## config.mk

```make
export PLATFORM = sky130hd
export DESIGN_NAME = fel_core
export DESIGN_NICKNAME = d
export VERILOG_FILES = /design/src/design/fel_pkg.sv /design/src/design/fel_core.sv
export SDC_FILE = /design/constraint.sdc
export NUM_CORES = 1
export LEC_CHECK = 0
export BUFFER_PORTS_ARGS = -buffer_cell sky130_fd_sc_hd__buf_2
export CAP_MARGIN = 5
export CORE_UTILIZATION = 45
export DETAILED_ROUTE_END_ITERATION = 8
export GPL_TIMING_DRIVEN = 0
export SLEW_MARGIN = 40
export SYNTH_ARGS = -nofsm -noshare
export SYNTH_HDL_FRONTEND = slang
export SYNTH_SLANG_ARGS = --single-unit
```

## constraint.sdc

```tcl
create_clock -name aclk -period 15.1 [get_ports aclk]
set_clock_uncertainty 0.15 [all_clocks]
set_input_delay 0.755 -clock aclk [delete_from_list [all_inputs] [get_ports aclk]]
set_output_delay 0.755 -clock aclk [all_outputs]
set_load 0.1 [all_outputs]
```

## src/design/fel_pkg.sv

```systemverilog
package fel_pkg;

    localparam int SAMPLE_W       = 16;
    localparam int DELAY_W        = 14;
    localparam int GAIN_W         = 8;
    localparam int CFG_IDX_W      = 2;
    localparam int CFG_DATA_W     = 14;
    localparam int LINE_DEPTH_DEF = 16384;
    localparam int OUT_DEPTH      = 4;

    localparam logic [CFG_IDX_W-1:0] CFG_IDX_DELAY = 2'd0;
    localparam logic [CFG_IDX_W-1:0] CFG_IDX_GAIN  = 2'd1;
    localparam logic [CFG_IDX_W-1:0] CFG_IDX_LPEN  = 2'd2;

    localparam logic [DELAY_W-1:0] DELAY_RST = 14'd0;
    localparam logic [GAIN_W-1:0]  GAIN_RST  = 8'd51;
    localparam logic               LPEN_RST  = 1'b1;

    typedef logic signed [SAMPLE_W-1:0] sample_t;

    typedef struct packed {
        logic    mark;
        sample_t right;
        sample_t left;
    } item_t;

    typedef struct packed {
        logic accept;
        logic bypass;
        logic rd_ok;
    } core_ctl_t;

    typedef struct packed {
        logic [GAIN_W-1:0] gain;
        logic              lp_en;
    } core_cfg_t;

endpackage

```

## src/design/fel_core.sv

```systemverilog
module fel_core #(
    parameter int LINE_DEPTH = fel_pkg::LINE_DEPTH_DEF
) (
    input  logic                          aclk,
    input  logic                          aresetn,
    input  fel_pkg::core_ctl_t            ctl,
    input  fel_pkg::core_cfg_t            cfg,
    input  fel_pkg::item_t                item,
    input  logic [$clog2(LINE_DEPTH)-1:0] wp_addr,
    input  logic [$clog2(LINE_DEPTH)-1:0] rd_addr,
    input  fel_pkg::sample_t              ram_rdata,
    output logic                          ram_we,
    output logic [$clog2(LINE_DEPTH)-1:0] ram_waddr,
    output fel_pkg::sample_t              ram_wdata,
    output logic                          push,
    output fel_pkg::item_t                push_item
);

    localparam int AW = $clog2(LINE_DEPTH);

    // stage 1: line read data arrives, echo value formed and written back
    logic             s1_valid_reg, s1_valid_next;
    fel_pkg::item_t   s1_item_reg;
    logic             s1_bypass_reg;
    logic             s1_rd_ok_reg;
    logic [AW-1:0]    s1_wp_reg;

    logic             fwd_valid_reg, fwd_valid_next;
    fel_pkg::sample_t fwd_data_reg;

    fel_pkg::sample_t older_reg, older_next;
    fel_pkg::sample_t newer_reg, newer_next;

    // stage 2: echo added to both channels
    logic             s2_valid_reg;
    fel_pkg::item_t   s2_item_reg;
    fel_pkg::sample_t s2_q_reg;

    fel_pkg::sample_t     delayed;
    logic                 silent;
    logic signed [16:0]   lr_sum;
    fel_pkg::sample_t     half;
    logic signed [24:0]   prod;
    logic signed [17:0]   mix;
    fel_pkg::sample_t     mix_sat;
    logic signed [18:0]   lp_sum;
    fel_pkg::sample_t     echo;
    fel_pkg::sample_t     wr_val;
    fel_pkg::sample_t     q_val;
    logic signed [16:0]   l_sum;
    logic signed [16:0]   r_sum;

    function automatic fel_pkg::sample_t sat17(input logic signed [16:0] v);
        fel_pkg::sample_t r;
        if (v[16] != v[15]) begin
            r = v[16] ? 16'sh8000 : 16'sh7fff;
        end else begin
            r = v[15:0];
        end
        return r;
    endfunction

    always_comb begin
        delayed = fwd_valid_reg ? fwd_data_reg : (s1_rd_ok_reg ? ram_rdata : '0);
        silent  = (delayed == '0) && (s1_item_reg.left == '0) && (s1_item_reg.right == '0);

        lr_sum  = {s1_item_reg.left[15], s1_item_reg.left}
                + {s1_item_reg.right[15], s1_item_reg.right};
        half    = lr_sum[16:1];
        prod    = $signed({1'b0, cfg.gain}) * delayed;
        mix     = {{2{half[15]}}, half} + {prod[24], prod[24:8]};
        if (mix[17] && !(&mix[16:15])) begin
            mix_sat = 16'sh8000;
        end else if (!mix[17] && (|mix[16:15])) begin
            mix_sat = 16'sh7fff;
        end else begin
            mix_sat = mix[15:0];
        end

        // (1,1,2)/4: the two previous unfiltered values once each, the current one twice
        lp_sum  = {{3{older_reg[15]}}, older_reg} + {{3{newer_reg[15]}}, newer_reg}
                + {{2{mix_sat[15]}}, mix_sat, 1'b0};
        echo    = cfg.lp_en ? lp_sum[17:2] : mix_sat;
        wr_val  = silent ? '0 : echo;
        q_val   = s1_bypass_reg ? '0 : {{2{wr_val[15]}}, wr_val[15:2]};
    end

    assign ram_we    = s1_valid_reg && !s1_bypass_reg;
    assign ram_waddr = s1_wp_reg;
    assign ram_wdata = wr_val;

    always_comb begin
        s1_valid_next  = ctl.accept;
        // the next item reads the entry that is being written right now
        fwd_valid_next = ctl.accept && ram_we && (rd_addr == s1_wp_reg);
        older_next     = older_reg;
        newer_next     = newer_reg;
        if (ram_we) begin
            if (silent) begin
                older_next = '0;
                newer_next = '0;
            end else if (cfg.lp_en) begin
                older_next = newer_reg;
                newer_next = mix_sat;
            end
        end
    end

    always_ff @(posedge aclk) begin
        if (!aresetn) begin
            s1_valid_reg  <= 1'b0;
            s2_valid_reg  <= 1'b0;
            fwd_valid_reg <= 1'b0;
            older_reg     <= '0;
            newer_reg     <= '0;
        end else begin
            s1_valid_reg  <= s1_valid_next;
            s2_valid_reg  <= s1_valid_reg;
            fwd_valid_reg <= fwd_valid_next;
            older_reg     <= older_next;
            newer_reg     <= newer_next;
        end
    end

    always_ff @(posedge aclk) begin
        if (ctl.accept) begin
            s1_item_reg   <= item;
            s1_bypass_reg <= ctl.bypass;
            s1_rd_ok_reg  <= ctl.rd_ok;
            s1_wp_reg     <= wp_addr;
        end
        fwd_data_reg <= wr_val;
        if (s1_valid_reg) begin
            s2_item_reg <= s1_item_reg;
            s2_q_reg    <= q_val;
        end
    end

    always_comb begin
        l_sum          = {s2_item_reg.left[15], s2_item_reg.left} + {s2_q_reg[15], s2_q_reg};
        r_sum          = {s2_item_reg.right[15], s2_item_reg.right} + {s2_q_reg[15], s2_q_reg};
        push           = s2_valid_reg;
        push_item.left  = sat17(l_sum);
        push_item.right = sat17(r_sum);
        push_item.mark  = s2_item_reg.mark;
    end

    a_s2_follows_s1: assert property (@(posedge aclk) disable iff (!aresetn)
        s2_valid_reg |-> $past(s1_valid_reg))
        else $error("stage 2 valid without a stage 1 item");

endmodule

```

**Yosys cells after proc, flatten, opt, wreduce, memory -nomap -nowiden**

Index checks and enable logic that the tools add are counted.

- $add $sub $neg: 6
- Reductions and logical operators: 17
- $mul: 1
- Mux-type cells: 14
- Equality and inequality tests: 3

Operator list:

| cell | number |
|---|---|
| 16-bit 2-to-1 mux | 14 |
| 16-bit zero test | 3 |
| 16-bit by 14-bit adder with 17-bit output | 2 |
| 16-bit by 16-bit adder with 17-bit output | 2 |
| 9-bit by 16-bit multiplier with 25-bit output | 1 |
| 16-bit by 17-bit adder with 18-bit output | 1 |
| 17-bit by 17-bit adder with 18-bit output | 1 |
| 14-bit equality test | 1 |
| 1-bit logical AND | 7 |
| 2-bit AND reduction | 2 |
| 1-bit zero test | 3 |
| 1-bit inequality test | 2 |
| 2-bit nonzero test | 1 |
| 2-bit OR reduction | 1 |

- Logic and storage cells: 57
- Flip-flop bits (word level): 147
- Output and inout bits: 65

**Longest topological paths before layout**

- Word-level depth: 11
- Mapped depth: 43
- Gate-level depth less buffers: 40

**Least setup slack after synthesis**

OpenSTA, ideal clock, no wires.

- Path kind: register -> output
- Start point: reg fwd_valid_reg
- End point: out ram_wdata[15]
- Path slack: 0.069 ns
- Buffers on the path: 5
- Data arrival time: 14.126 ns
- Required time: 14.195 ns
- Stages on the path, launching flop included: 44
- Cells stage by stage: dfxtp_1 > buf_4 > nor2b_2 > buf_6 > clkbuf_1 > a22o_1 > nand2_1 > fa_1 > inv_1 > fa_1 > fa_1 > inv_1 > fa_1 > inv_1 > ha_1 > a211oi_1 > nor2_1 > o311a_1 > [8 not listed] > nor2b_1 > a211oi_2 > xor2_1 > o21ai_2 > buf_2 > a21oi_1 > or2_2 > fa_1 > inv_1 > ha_1 > nor2b_1 > o21a_1 > o21a_1 > o31ai_1 > a211oi_1 > o21ai_0 > mux2i_1 > a2111oi_0

- Longest elaborated chain between the ends: 10

Ends and longest elaborated chain:

| item | line | text |
|---|---|---|
| start: declaration | fel_core.sv:28 | `logic fwd_valid_reg, fwd_valid_next;` |
| start signal: assignment | fel_core.sv:119 | `fwd_valid_reg <= fwd_valid_next;` |
| 16-bit 2-to-1 mux (*) | fel_core.sv:64 | `delayed = fwd_valid_reg ? fwd_data_reg : (s1_rd_ok_reg ? ram_rdata : '0);` |
| 9-bit by 16-bit multiplier with 25-bit output | fel_core.sv:70 | `prod = $signed({1'b0, cfg.gain}) * delayed;` |
| 16-bit by 17-bit adder with 18-bit output | fel_core.sv:71 | `mix = {{2{half[15]}}, half} + {prod[24], prod[24:8]};` |
| 2-bit OR reduction (tied with other cells) | fel_core.sv:74 | `end else if (!mix[17] && (\|mix[16:15])) begin` |
| 1-bit logical AND / 1-bit zero test (equally long branches) | fel_core.sv:74, fel_core.sv:72 |  |
| 16-bit 2-to-1 mux / 1-bit logical AND (equally long branches) | fel_core.sv:74, fel_core.sv:72 |  |
| 16-bit 2-to-1 mux | fel_core.sv:72 | `if (mix[17] && !(&mix[16:15])) begin` |
| 17-bit by 17-bit adder with 18-bit output | fel_core.sv:82 | `+ {{2{mix_sat[15]}}, mix_sat, 1'b0};` |
| 16-bit 2-to-1 mux | fel_core.sv:83 | `echo = cfg.lp_en ? lp_sum[17:2] : mix_sat;` |
| 16-bit 2-to-1 mux (*) | fel_core.sv:84 | `wr_val = silent ? '0 : echo;` |
| end: declaration | fel_core.sv:14 | `output fel_pkg::sample_t ram_wdata,` |

Every way passes the cells marked *; elsewhere a longest branch is shown, timed or not.

**Worst setup path in the final report**

- Start point: reg fwd_valid_reg
- End point: out ram_wdata[14]

Same word-level chain as after synthesis.

==> impl_metrics.ini <==
[worst_setup_path]
cp-startpoint = fwd_valid_reg
cp-end-kind = primary output
crit_slowest_cell = fa_1
crit_fanout = 10
cp_common_cell = fa_1
cp.required_ns = 14.20
startpoint_type = flip-flop
r2r_cells = 43
arrival_ns = 12.69
critPathMaxStageDelay_ns = 0.55
crit_type = flip-flop to primary output
r2r_start = fwd_valid_reg

[sta]
slew_violations = 0
finalHoldViolCount = 0
rsz0062_at_grt = false
finalCritPeriodShare_pct = 90.1
timing.fmax_mhz = 73.5
tns_ns = 0
tightest_slew_ns = 0.723
final-setup-viol-count = 0
period_needed_ns = 13.60
slew_headroom_pct = 50.6
holdWs_ns = 0.287

[logic_synthesis]
synth.cell_area_um2 = 14000
synth_top_area_share_pct = 20.6
seq_area_frac_synth_pct = 27.8
synthesis.nets = 1808
avgSynthCellArea_um2 = 9.54
synthArstFlopShare_pct = 0
synth_ff_type = edfxtp_1
ys_seq_elements = 147
ys_warn_count = 0
yosys.cell_types.count = 80
synth-edff-count = 96
netlist_top_cells_count = inv_1, ha_1, fa_1
synthCells = 1470
synth.largest_area_cell = edfxtp_1
yosysMostFrequentCell = inv_1
synth_area_leaders = edfxtp_1, fa_1, ha_1

[clocking]
cts_setup_buffers = 0
clk_path_buf_depth = 2
clk_latency_ns = 0.44
root_buffer = clkbuf_16
tritoncts = done
post_cts_resized = 0
numCtsBuffers = 17
clock_sinks = 147
clk_pin_slew_ns = 0.07
cts_hold_buf = 0
cts.htree.levels = 4

[finish]
largest_reg_flops = 33
stdcell_area_um2 = 15900
stdcell_count = 2055
drive_gt1_share_pct = 14.4
syn2layout_area_growth_pct = 13.5
final_nets = 1983
n_fill_cell = 2870

[global_route]
antenna_found_initial = 0
grt_overflow = 0
grt_pass1_wl_mm = 59.0
grt_max_degree = 51
first_global_vias = 11000
grt.total_usage_pct = 24.4

[placed_design]
place_area_um2 = 15300
hpwl_mm = 30.6
dp_cells = 2022
gp_congestion = 0.926
numPortBuffers = 155

[worst_hold_path]
min_from = s1_item_reg[32]
hp-class = flip-flop to flip-flop
whs_path_depth = 0

[job]
maxCapViolCount = 0

[route]
drc_errors = 0
vias = 11300
wl_mm = 37.5
first_pass_iters = 5
routed_via_density = 5.49
drtIter0Drc = 580
wl_per_cell_um = 18.2
postRouteAntennaNets = 0

[floorplanning]
ioPinCount = 156
die_area_um2 = 31900
die_w_um = 179
die_height_um = 179
core.rowCount = 64
fp.coreArea_um2 = 30600
initial_utilization_pct = 45.8

[status]
outcome = complete, no violations
## routing by layer
layer,share of wire (%),vias to the layer above,track usage [%]
met5,0,-,0
met4,2.9,0,7.84
met2,46,331,39.6
li1,-,5405,-
met3,5.4,68,3.92
met1,46,5469,33.2
## cells by family after synthesis
family	Yosys count	share of synthesized area, %
simple gates	390	14.5
compound gates	337	16.0
buf+inv	250	6.90
fa+ha+maj	250	28.8
flops	147	27.8
xor+xnor	94	5.87
mux	2	0.143
## worst paths after layout
check             slack (ns)            end
setup / recovery        1.50  ram_wdata[14]
hold / removal          0.29  push_item[32]
setup reg to reg        3.01   s2_q_reg[12]
hold reg to reg         0.29  push_item[32]
## metrics by stage
stage	worst slack (ns)	utilization, %
after CTS	1.54	52.0
after global placement	1.81	50.0
final	1.50	52.0
after detailed placement	2.06	50.1
after global routing	0.738	52.0
after floorplan	0.0693	-
## final cells by class
cell class / count / area (um2) / share of cell area [%]
diodes: 1 / 2.50 / 0.0157
plain buffers: 37 / 168 / 1.05
clock buffers: 18 / 439 / 2.76
clock inverters: 14 / 143 / 0.897
inverters: 213 / 800 / 5.03
multi-input cells: 1073 / 9160 / 57.6
flip-flops and latches: 147 / 3910 / 24.6
well taps: 396 / 495 / 3.11
repair buffers: 156 / 798 / 5.02
## cell usage in the layout, fill, tap and decap left out, drive strengths merged, types with 51 or more instances in the layout
cell type	netlist	final
nand2	113	113
ha	125	125
and2	73	73
inv	213	220
dfxtp	51	51
edfxtp	96	96
buf	16	172
xnor2	57	57
a21oi	87	87
o21ai	67	67
fa	122	122
## critical path: cells and delay by family (launching register included)
kind                     cells  cell delay, ns
AO/OA/AOI/OAI               15            4.27
adder cells (fa/ha/maj)      8            3.57
buffers and inverters       10            1.87
AND/OR/NAND/NOR              8            1.65
XOR/XNOR                     3            0.55
flip-flops                   1            0.37
Power is left out: the tool's default activity adds up to more than one toggle a clock period on the data nets, which glitch-free logic cannot reach.
