===== config.mk =====
export PLATFORM = sky130hd
export DESIGN_NAME = fel_out_fifo
export DESIGN_NICKNAME = d
export VERILOG_FILES = /design/src/design/fel_pkg.sv /design/src/design/fel_out_fifo.sv
export SDC_FILE = /design/constraint.sdc
export NUM_CORES = 1
export LEC_CHECK = 0
export BUFFER_PORTS_ARGS = -buffer_cell sky130_fd_sc_hd__buf_2
export CORE_AREA = 2 2 146 77
export CTS_BUF_LIST = sky130_fd_sc_hd__clkbuf_4
export CTS_CLUSTER_DIAMETER = 120
export CTS_CLUSTER_SIZE = 12
export DETAILED_ROUTE_END_ITERATION = 16
export DIE_AREA = 0 0 148 79
export GPL_TIMING_DRIVEN = 0
export HOLD_SLACK_MARGIN = 0.05
export PLACE_DENSITY_LB_ADDON = 0.05
export SLEW_MARGIN = 20
export SYNTH_ARGS = -nofsm -noshare
export SYNTH_HDL_FRONTEND = slang
export SYNTH_SLANG_ARGS = --single-unit

===== constraint.sdc =====
create_clock -name aclk -period 1.95 [get_ports aclk]
set_input_delay 0.585 -clock aclk [delete_from_list [all_inputs] [get_ports aclk]]
set_output_delay 0.585 -clock aclk [all_outputs]
set_load 0.02 [all_outputs]

===== src/design/fel_pkg.sv =====
package fel_pkg;

    localparam int SAMPLE_W       = 16;
    localparam int DELAY_W        = 14;
    localparam int GAIN_W         = 8;
    localparam int CFG_IDX_W      = 2;
    localparam int CFG_DATA_W     = 14;
    localparam int LINE_DEPTH_DEF = 16384;
    localparam int OUT_DEPTH      = 4;

    localparam logic [CFG_IDX_W-1:0] CFG_IDX_DELAY = 2'd0;
    localparam logic [CFG_IDX_W-1:0] CFG_IDX_GAIN  = 2'd1;
    localparam logic [CFG_IDX_W-1:0] CFG_IDX_LPEN  = 2'd2;

    localparam logic [DELAY_W-1:0] DELAY_RST = 14'd0;
    localparam logic [GAIN_W-1:0]  GAIN_RST  = 8'd51;
    localparam logic               LPEN_RST  = 1'b1;

    typedef logic signed [SAMPLE_W-1:0] sample_t;

    typedef struct packed {
        logic    mark;
        sample_t right;
        sample_t left;
    } item_t;

    typedef struct packed {
        logic accept;
        logic bypass;
        logic rd_ok;
    } core_ctl_t;

    typedef struct packed {
        logic [GAIN_W-1:0] gain;
        logic              lp_en;
    } core_cfg_t;

endpackage


===== src/design/fel_out_fifo.sv =====
module fel_out_fifo #(
    parameter int DEPTH = fel_pkg::OUT_DEPTH
) (
    input  logic           aclk,
    input  logic           aresetn,
    input  logic           push,
    input  fel_pkg::item_t push_item,
    output logic           m_tvalid,
    input  logic           m_tready,
    output fel_pkg::item_t m_item
);

    localparam int PW = (DEPTH > 1) ? $clog2(DEPTH) : 1;
    localparam int CW = $clog2(DEPTH + 1);

    fel_pkg::item_t mem [DEPTH];
    logic [PW-1:0]  wr_ptr_reg, wr_ptr_next;
    logic [PW-1:0]  rd_ptr_reg, rd_ptr_next;
    logic [CW-1:0]  count_reg, count_next;
    logic           pop;

    assign m_tvalid = (count_reg != '0);
    assign m_item   = mem[rd_ptr_reg];
    assign pop      = m_tvalid && m_tready;

    always_comb begin
        wr_ptr_next = wr_ptr_reg;
        rd_ptr_next = rd_ptr_reg;
        count_next  = count_reg;
        if (push) begin
            wr_ptr_next = (wr_ptr_reg == PW'(DEPTH - 1)) ? '0 : wr_ptr_reg + 1'b1;
        end
        if (pop) begin
            rd_ptr_next = (rd_ptr_reg == PW'(DEPTH - 1)) ? '0 : rd_ptr_reg + 1'b1;
        end
        if (push && !pop) begin
            count_next = count_reg + 1'b1;
        end else if (pop && !push) begin
            count_next = count_reg - 1'b1;
        end
    end

    always_ff @(posedge aclk) begin
        if (!aresetn) begin
            wr_ptr_reg <= '0;
            rd_ptr_reg <= '0;
            count_reg  <= '0;
        end else begin
            wr_ptr_reg <= wr_ptr_next;
            rd_ptr_reg <= rd_ptr_next;
            count_reg  <= count_next;
        end
    end

    always_ff @(posedge aclk) begin
        if (push) begin
            mem[wr_ptr_reg] <= push_item;
        end
    end

    a_no_overflow: assert property (@(posedge aclk) disable iff (!aresetn)
        push |-> (count_reg < CW'(DEPTH)))
        else $error("result pushed into a full output queue");

endmodule

# After elaboration in Yosys (flattened, before gate mapping)
# Memory sizes are Yosys's and may differ from the RTL's. A register that Yosys moved wholly into a read port is not among the register bits.
# Cells that the tools add are included.
op_classes:
  n_addsub: 4
  eq_ne: 2
  mux: 8
  n_reduce_logical: 7
op_table:
  columns: ["op", "count"]
  rows:
  - ["2-bit two-way mux", 4]
  - ["3-bit two-way mux", 2]
  - ["2-bit by 1-bit adder with 2-bit output, second input constant", 2]
  - ["2-bit equality test, second input constant", 2]
  - ["3-bit by 1-bit adder with 3-bit output, second input constant", 1]
  - ["1-bit logical AND", 3]
  - ["3-bit nonzero test", 1]
  - ["3-bit by 1-bit subtractor with 3-bit output, second input constant", 1]
  - ["1-bit zero test", 2]
  - ["1-bit two-way mux", 2]
  - ["2-bit nonzero test", 1]
word_totals:
  ram_bits: 132
  regBits: 7
  wordCells: 25
  memories: 1
memory_table:
  columns: ["name", "words", "word_bits", "rd", "rd_ports_with_merged_regs", "wr", "line_no", "text"]
  rows:
  - ["mem", 4, 33, 1, 1, 1, "fel_out_fifo.sv:16", "fel_pkg::item_t mem [DEPTH];"]

# Logic depth before layout (Yosys ltp)
# Gate-level depths: netlist (run 1).
logic_depth:
  word_depth: 5
  mapped_depth: 7

# Least setup slack after synthesis (run 1)
# Ideal clock, no wire load.
synth_path:
  path_type: "register to register"
  from: "reg count_reg[0]"
  to: "reg count_reg[2]"
  path_stages_with_launch: 8
  period_less_slack_ns: 2.088
  path_buffers: 0
  setup_slack_ns: -0.138
  arrival_ns: 2.012
  required_time_ns: 1.874
  path_cell_list: "dfxtp_1 > o31ai_1 > ha_1 > inv_1 > fa_1 > xor2_1 > or3_1 > a21boi_0"
synth_between:
  elab_chain_len: 5
synth_rtl:
  columns: ["item", "line_no", "text"]
  rows:
  - ["start: declaration", "fel_out_fifo.sv:19", "logic [CW-1:0] count_reg, count_next;"]
  - ["start signal: assignment", "fel_out_fifo.sv:51", "count_reg <= count_next;"]
  - ["parallel branches: the longest is 5 deep, another holds 3-bit by 1-bit subtractor with 3-bit output", null, null]
# Several ways; the timed one is not identified. The select of a mux whose other input is x is not followed.
# A chain may end at the register's enable or synchronous reset.

==> results.md, run 1 <==
- Status: complete, but fails checks
- Violated checks: setup timing
- Chip Height: 79 um
- Maximum vdd drop: 520 uV
- CTS root buf: clkbuf_4
- CTS H-tree lvls: 4
- Total CTS buffers: 17
- Clock skew: 0.0150 ns
- Final core occ: 61.7%
- Die area: 0.0117 sq mm
- Asr flop ratio synth: 0%
- CP Capture Type: output port
- Top FF cell, synth: edfxtp_1
- Unrepaired setup endpoints after global routing: true
- Reg2reg end: count_reg[2]
- Mapped Area: 0.00526 sq mm
- Most common cell in the netlist: edfxtp_1
- WL met2: 3880 um
- DR top layer: met4
- Post-synth EDFFs: 132
- Max Slew Vio Count: 0
- Ranking of synthesized cells by area: edfxtp_1, mux4_2, dfxtp_1, mux4_1, ha_1
- Reg2Reg Setup Slack: -0.02 ns
- Startpoint types: flop
- Yosys top cell by area: edfxtp_1
- Ports: 71
- Count of hold-fix buffers inserted at cts: 0
- Die width: 148 um
- Synthesis-stage register bit count: 141
- Starting Density: 49.9%
- Max reg flops: 132
- CP Data Required Time: 1.36 ns
- Vias: 2,468
- GRT Residual Overflow: 0
- Max Cap Viol: 0
- Post-Route M1 WL: 4700 um
- Synth top area share: 75.4%
- Final ANT Viol Nets: 0
- Fillers: 794
- Tot GR Track Use: 17.3%
- Row cnt: 27
- # port buffers: 70
- Final min period: 2.43 ns
- Post-Synthesis Net Count: 262
- Vias in the first global route: 2,549
- DRC: 0
- Area after DPL: 0.00590 sq mm
- Largest net degree at the start of global routing: 26
- CP Class: reg2out
- Worst setup endpoint: m_item[25]
- R2R cell count: 8
- Avg Vias per Cell: 5.15
- Post-DP HPWL: 5750 um
- Post-synth top cells: edfxtp_1, mux4_2, dfxtp_1
- Crit path arrival time: 1.85 ns
- Endpoints failing hold: 0
- First-pass GRT wire length: 14,500 um
- Mapped Avg Cell Area: 24.1 sq um
- CTS tree: done
- Area Growth Syn to Fin: 23.7%
- Clk sinks: 141
- Ys Warns: 0
- Nets@finish: 365
- Max FO, Critical Path: 7
- Max_slew headroom: 66.6%
- Routability Congestion: 0.697
- Routed wl met3: 550 um
- Count of final setup violators: 35
- Core box area: 0.0105 sq mm
- TritonRoute pass-1 iters: 4
- Worst skew pair latency: 0.50 ns
- Sequential share of the synthesized area: 78.8%
- Wire per inst: 19.2 um
- Crit share post-route: 125%
- Pleak: 2.23 nW
- Antenna diodes: 0
- Clock Pin Slew Worst Setup and Hold Paths: 0.12 ns
- Initial antenna violation count: 0
- Distinct cell type count after synthesis: 23
- Post-Route WL: 9210 um
- Clock Tree Buf Depth: 2
- Cell area power density: 1180 mW/mm^2
- R2R Path Start: count_reg[1]
- Final WS setup: -0.483 ns
- Iter 0 DRT Violations: 154
- Synth Instances: 218
- Tightest Pin Transition: 0.501 ns
- Final Cell Area: 0.00650 sq mm
- Fmax: 411 MHz
- Worst Hold Class: in2reg
- Share of cells above drive strength 1: 50.0%
[logic make-up (layout without fill, tap and decap cells)]
kind of cell,count (synthesis),in the layout,share of synthesized area (%)
xor+xnor,2,2,0.333
compound gates,5,5,0.571
simple gates,16,16,1.67
mux,36,36,14.9
flops,141,141,78.8
buf+inv,11,127,1.93
fa+ha+maj,7,7,1.81
[cells in the final DEF, fill, tap and decap left out, types with 3 or more instances in the layout]
cell type   count
and2_2          4
buf_12          8
buf_2          36
buf_4          10
buf_6          36
clkbuf_4       18
clkinv_4        3
clkinvlp_4      4
dfxtp_1         4
dfxtp_2         3
edfxtp_1      132
ha_1            5
inv_1           3
mux2i_1         3
mux4_2         33
nor2b_1         3
o21ai_0         3
[final cells by class]
| class | count | area [sq um] | share of cell area (%) |
|---|---|---|---|
| Inverter | 3 | 11.3 | 0.173 |
| Buffer | 7 | 103 | 1.58 |
| Multi-Input combinational cell | 66 | 1030 | 15.8 |
| Clock inverter | 14 | 121 | 1.87 |
| Tap cell | 145 | 181 | 2.79 |
| Timing Repair Buffer | 85 | 771 | 11.8 |
| Sequential cell | 141 | 4160 | 63.9 |
| Clock buffer | 18 | 135 | 2.08 |
[worst min-delay path by stage]
| stage | to | slack, ns | from | cells after the start |
|---|---|---|---|---|
| 2_1_floorplan | flop | 0.48 | rd_ptr_reg[1] | 2 |
| 4_1_cts | mem[3][26] | 0.23 | push_item[26] | 1 |
| 3_3_place_gp | rd_ptr_reg[1] | 0.49 | rd_ptr_reg[1] | 2 |
| 3_5_place_dp | flop | 0.52 | rd_ptr_reg[1] | 2 |
| 6_report | mem[1][26] | 0.28 | push_item[26] | 1 |
| 5_1_grt | mem[0][21] | 0.23 | push_item[21] | 1 |
[critical path, cell delays in order (launching register included)]
cell,delay [ns]
dfxtp_2,0.36
buf_12,0.14
buf_12,0.13
mux4_2,0.54
buf_6,0.16
[stage by stage]
stage | power, mW | worst slack (ns) | std cells | setup TNS [ns] | hold WS [ns]
after floorplan | 4.96 | 0.00770 | 218 | 0 | 0.478
after global placement | 5.47 | -0.661 | 433 | -87.42 | 0.495
after detailed placement | 5.50 | -0.238 | 437 | -3.65 | 0.519
after CTS | 7.72 | -0.577 | 479 | -17.52 | 0.229
after global routing | 8.08 | -0.582 | 479 | -18.41 | 0.229
final | 7.70 | -0.483 | 479 | -14.69 | 0.282
[metal layers]
layer	up-vias	global-route usage, %
li1	1122	-
met1	1274	27.0
met2	64	22.6
met3	8	5.40
met4	0	6.86
met5	-	0
[repair_timing]
item / CTS / global route
pin swaps: 2 / 2
gates cloned: 2 / 1
setup endpoints to repair: 35 / 35
gates resized for setup: 62 / 28
buffers inserted: 9 / 1
[where the power goes]
group | switching [mW] | internal [mW] | total [mW]
Clock | 1.02 | 0.645 | 1.66
Combinational | 1.10 | 1.36 | 2.46
Sequential | 0.0769 | 3.50 | 3.57
Total | 2.20 | 5.50 | 7.70
Power figures use the tool's default switching activity.
==> inputs of run 2 (changes only) <==
Settings changed: CORE_AREA 2 2 146 77 to 2 2 86 129, DIE_AREA 0 0 148 79 to 0 0 88 131.
==> run 2 against run 1 <==
  * The run still ends with setup timing left
  * Total power up 0.71%
  * Non-clock buffer count decreased by 1
  * Highest routed layer unchanged
  * Largest power group unchanged
  * Sequential share of layout area hardly changed
  * Sequential cell count is the same
  * Largest cell class unchanged
  * Final cell count decreased by 0.63%
  * Register-to-register slack gained 0.03 ns
  * First-iteration DRC count down 20%
  * Setup slack worse by 0.026 ns
==> results.md, run 2 (synthesized netlist as in run 1, its figures left out) <==
- Status: complete, but fails checks (unchanged)
- Violated checks: setup timing (unchanged)
- TritonRoute pass-1 iters: 5 (was 4)
- WL met2: 4930 um (was 3880 um)
- Final ANT Viol Nets: 0 (unchanged)
- Crit share post-route: 126% (was 125%)
- Crit path arrival time: 1.87 ns (was 1.85 ns)
- Tightest Pin Transition: 0.540 ns (was 0.501 ns)
- Max Slew Vio Count: 0 (unchanged)
- WP buf/inv: 3 (unchanged)
- Total CTS buffers: 17 (unchanged)
- Final core occ: 62.4% (was 61.7%)
- Setup_tns: -15.59 ns (was -14.69 ns)
- CP Class: reg2out (unchanged)
- Pleak: 2.24 nW (was 2.23 nW)
- Die width: 88 um (was 148 um)
- Count of hold-fix buffers inserted at cts: 0 (unchanged)
- Worst-path cell chain: buf_12 > clkbuf_16 > mux4_2 > buf_6 (was buf_12 > buf_12 > mux4_2 > buf_6)
- Unrepaired setup endpoints after global routing: true (unchanged)
- CTS root buf: clkbuf_4 (unchanged)
- Count of final setup violators: 34 (was 35)
- # port buffers: 70 (unchanged)
- Ports: 71 (unchanged)
- Largest net degree at the start of global routing: 26 (unchanged)
- Max reg flops: 132 (unchanged)
- Die area: 0.0115 sq mm (was 0.0117 sq mm)
- Slowest cell on crit path: mux4_2 (unchanged)
- Power, Total: 7.75 mW (was 7.70 mW)
- Clock Tree Buf Depth: 2 (unchanged)
- Wire per inst: 19.0 um (was 19.2 um)
- Area Growth Syn to Fin: 23.6% (was 23.7%)
- Share of cells above drive strength 1: 49.1% (was 50.0%)
- Critical Path Max Stage Delay: 0.51 ns (was 0.54 ns)
- Startpoint types: flop (unchanged)
- Starting Density: 50.5% (was 49.9%)
- Most common cell after layout, fill and taps aside: edfxtp_1 (unchanged)
- Final min period: 2.46 ns (was 2.43 ns)
- CTS tree: done (unchanged)
- Antenna diodes: 0 (unchanged)
- Area of the multi-input gates: 0.00103 sq mm (unchanged)
- Maximum vdd drop: 645 uV (was 520 uV)
- Vias in the first global route: 2,581 (was 2,549)
- GRT Residual Overflow: 0 (unchanged)
- Fillers: 746 (was 794)
- Chip Height: 131 um (was 79 um)
- Top Family by Delay on Critical Path: multiplexers (unchanged)
- Initial antenna violation count: 0 (unchanged)
- Core box area: 0.0104 sq mm (was 0.0105 sq mm)
- Clock skew: 0.0154 ns (was 0.0150 ns)
- FF/Latch Area: 0.00415 sq mm (was 0.00416 sq mm)
- Post-Route M1 WL: 3550 um (was 4700 um)
- Avg Vias per Cell: 5.21 (was 5.15)
- Final Hold Slack: 0.278 ns (was 0.282 ns)
- CP Capture Type: output port (unchanged)
- DR top layer: met4 (unchanged)
- Tot GR Track Use: 16.9% (was 17.3%)
- CP Data Required Time: 1.36 ns (about the same)
- Endpoints failing hold: 0 (unchanged)
- Clk sinks: 141 (unchanged)
- Routed wl met3: 415 um (was 550 um)
- Iter 0 DRT Violations: 123 (was 154)
- Post-DP HPWL: 5550 um (was 5750 um)
- Cell area power density: 1190 mW/mm^2 (was 1180 mW/mm^2)
- Vias: 2,482 (was 2,468)
- Commonest non-fill, non-tap cells in the layout: edfxtp_1, buf_2, mux4_2, buf_6, clkbuf_4 (was edfxtp_1, buf_2, buf_6, mux4_2, clkbuf_4)
- Max FO, Critical Path: 8 (was 7)
- Worst Hold Class: in2reg (unchanged)
- Max Cap Viol: 0 (unchanged)
- Final WS setup: -0.509 ns (was -0.483 ns)
- Clock Pin Slew Worst Setup and Hold Paths: 0.11 ns (was 0.12 ns)
- Post-Route WL: 9030 um (was 9210 um)
- CTS H-tree lvls: 4 (unchanged)
- Nets@finish: 364 (was 365)
- Fmax: 407 MHz (was 411 MHz)
- Routability Congestion: 0.704 (was 0.697)
- Max_slew headroom: 64.0% (was 66.6%)
- Worst skew pair latency: 0.51 ns (was 0.50 ns)
- DRC: 0 (unchanged)
- Row cnt: 46 (was 27)
- First-pass GRT wire length: 13,700 um (was 14,500 um)
==> run 2: cell count changes in the layout (fill, tap and decap cells not counted), moves of 2 or more <==
cell        change
buf_6           -3
clkbuf_4        +3
clkinv_4        -3
clkinvlp_4      -3
buf_2           +2
clkinv_2        +2
inv_6           -2
==> run 2: worst paths after layout <==
path / start / slack, ns / cells after the start / endpoint
setup / recovery: flop / -0.51 / 4 / m_item[30]
hold / removal: push_item[24] / 0.28 / 1 / mem[2][24]
setup reg to reg: count_reg[1] / 0.01 / 8 / count_reg[2]
hold reg to reg: count_reg[2] / 0.52 / 2 / count_reg[2]
==> run 2: repair_timing <==
action                     4_1_cts  5_1_grt
setup endpoints to repair       35       35
pin swaps                        4        1
gates resized for setup         46       37
buffers inserted                 5        2
gates cloned                     1        2
==> run 2: area by class of cell <==
cell class / count / area share (%)
plain buffers: 7 / 1.58
clock buffers: 21 / 2.42
clock inverters: 10 / 1.52
inverters: 3 / 0.173
multi-input cells: 66 / 15.8
flip-flops and latches: 141 / 63.9
well taps: 144 / 2.77
repair buffers: 84 / 11.9
==> run 2: layer usage <==
layer,up-vias,track usage [%]
met2,68,28.7
met3,11,5.90
met5,-,0
li1,1119,-
met4,0,5.97
met1,1284,19.9
==> run 2: per-stage QoR <==
stage               instance area (sq um)  std cells  worst slack (ns)
global route                         6500        476            -0.625
finish                               6500        476            -0.509
floorplan                            5270        218           0.00770
global placement                     5800        432            -0.690
CTS                                  6330        472            -0.570
detailed placement                   5900        436            -0.265
==> run 2: report_power, final <==
part	leakage, nW	switching, mW	internal [mW]
sequential	1.29	0.0773	3.50
clock	0.145	0.932	0.790
combinational	0.807	1.09	1.36
total	2.24	2.10	5.65
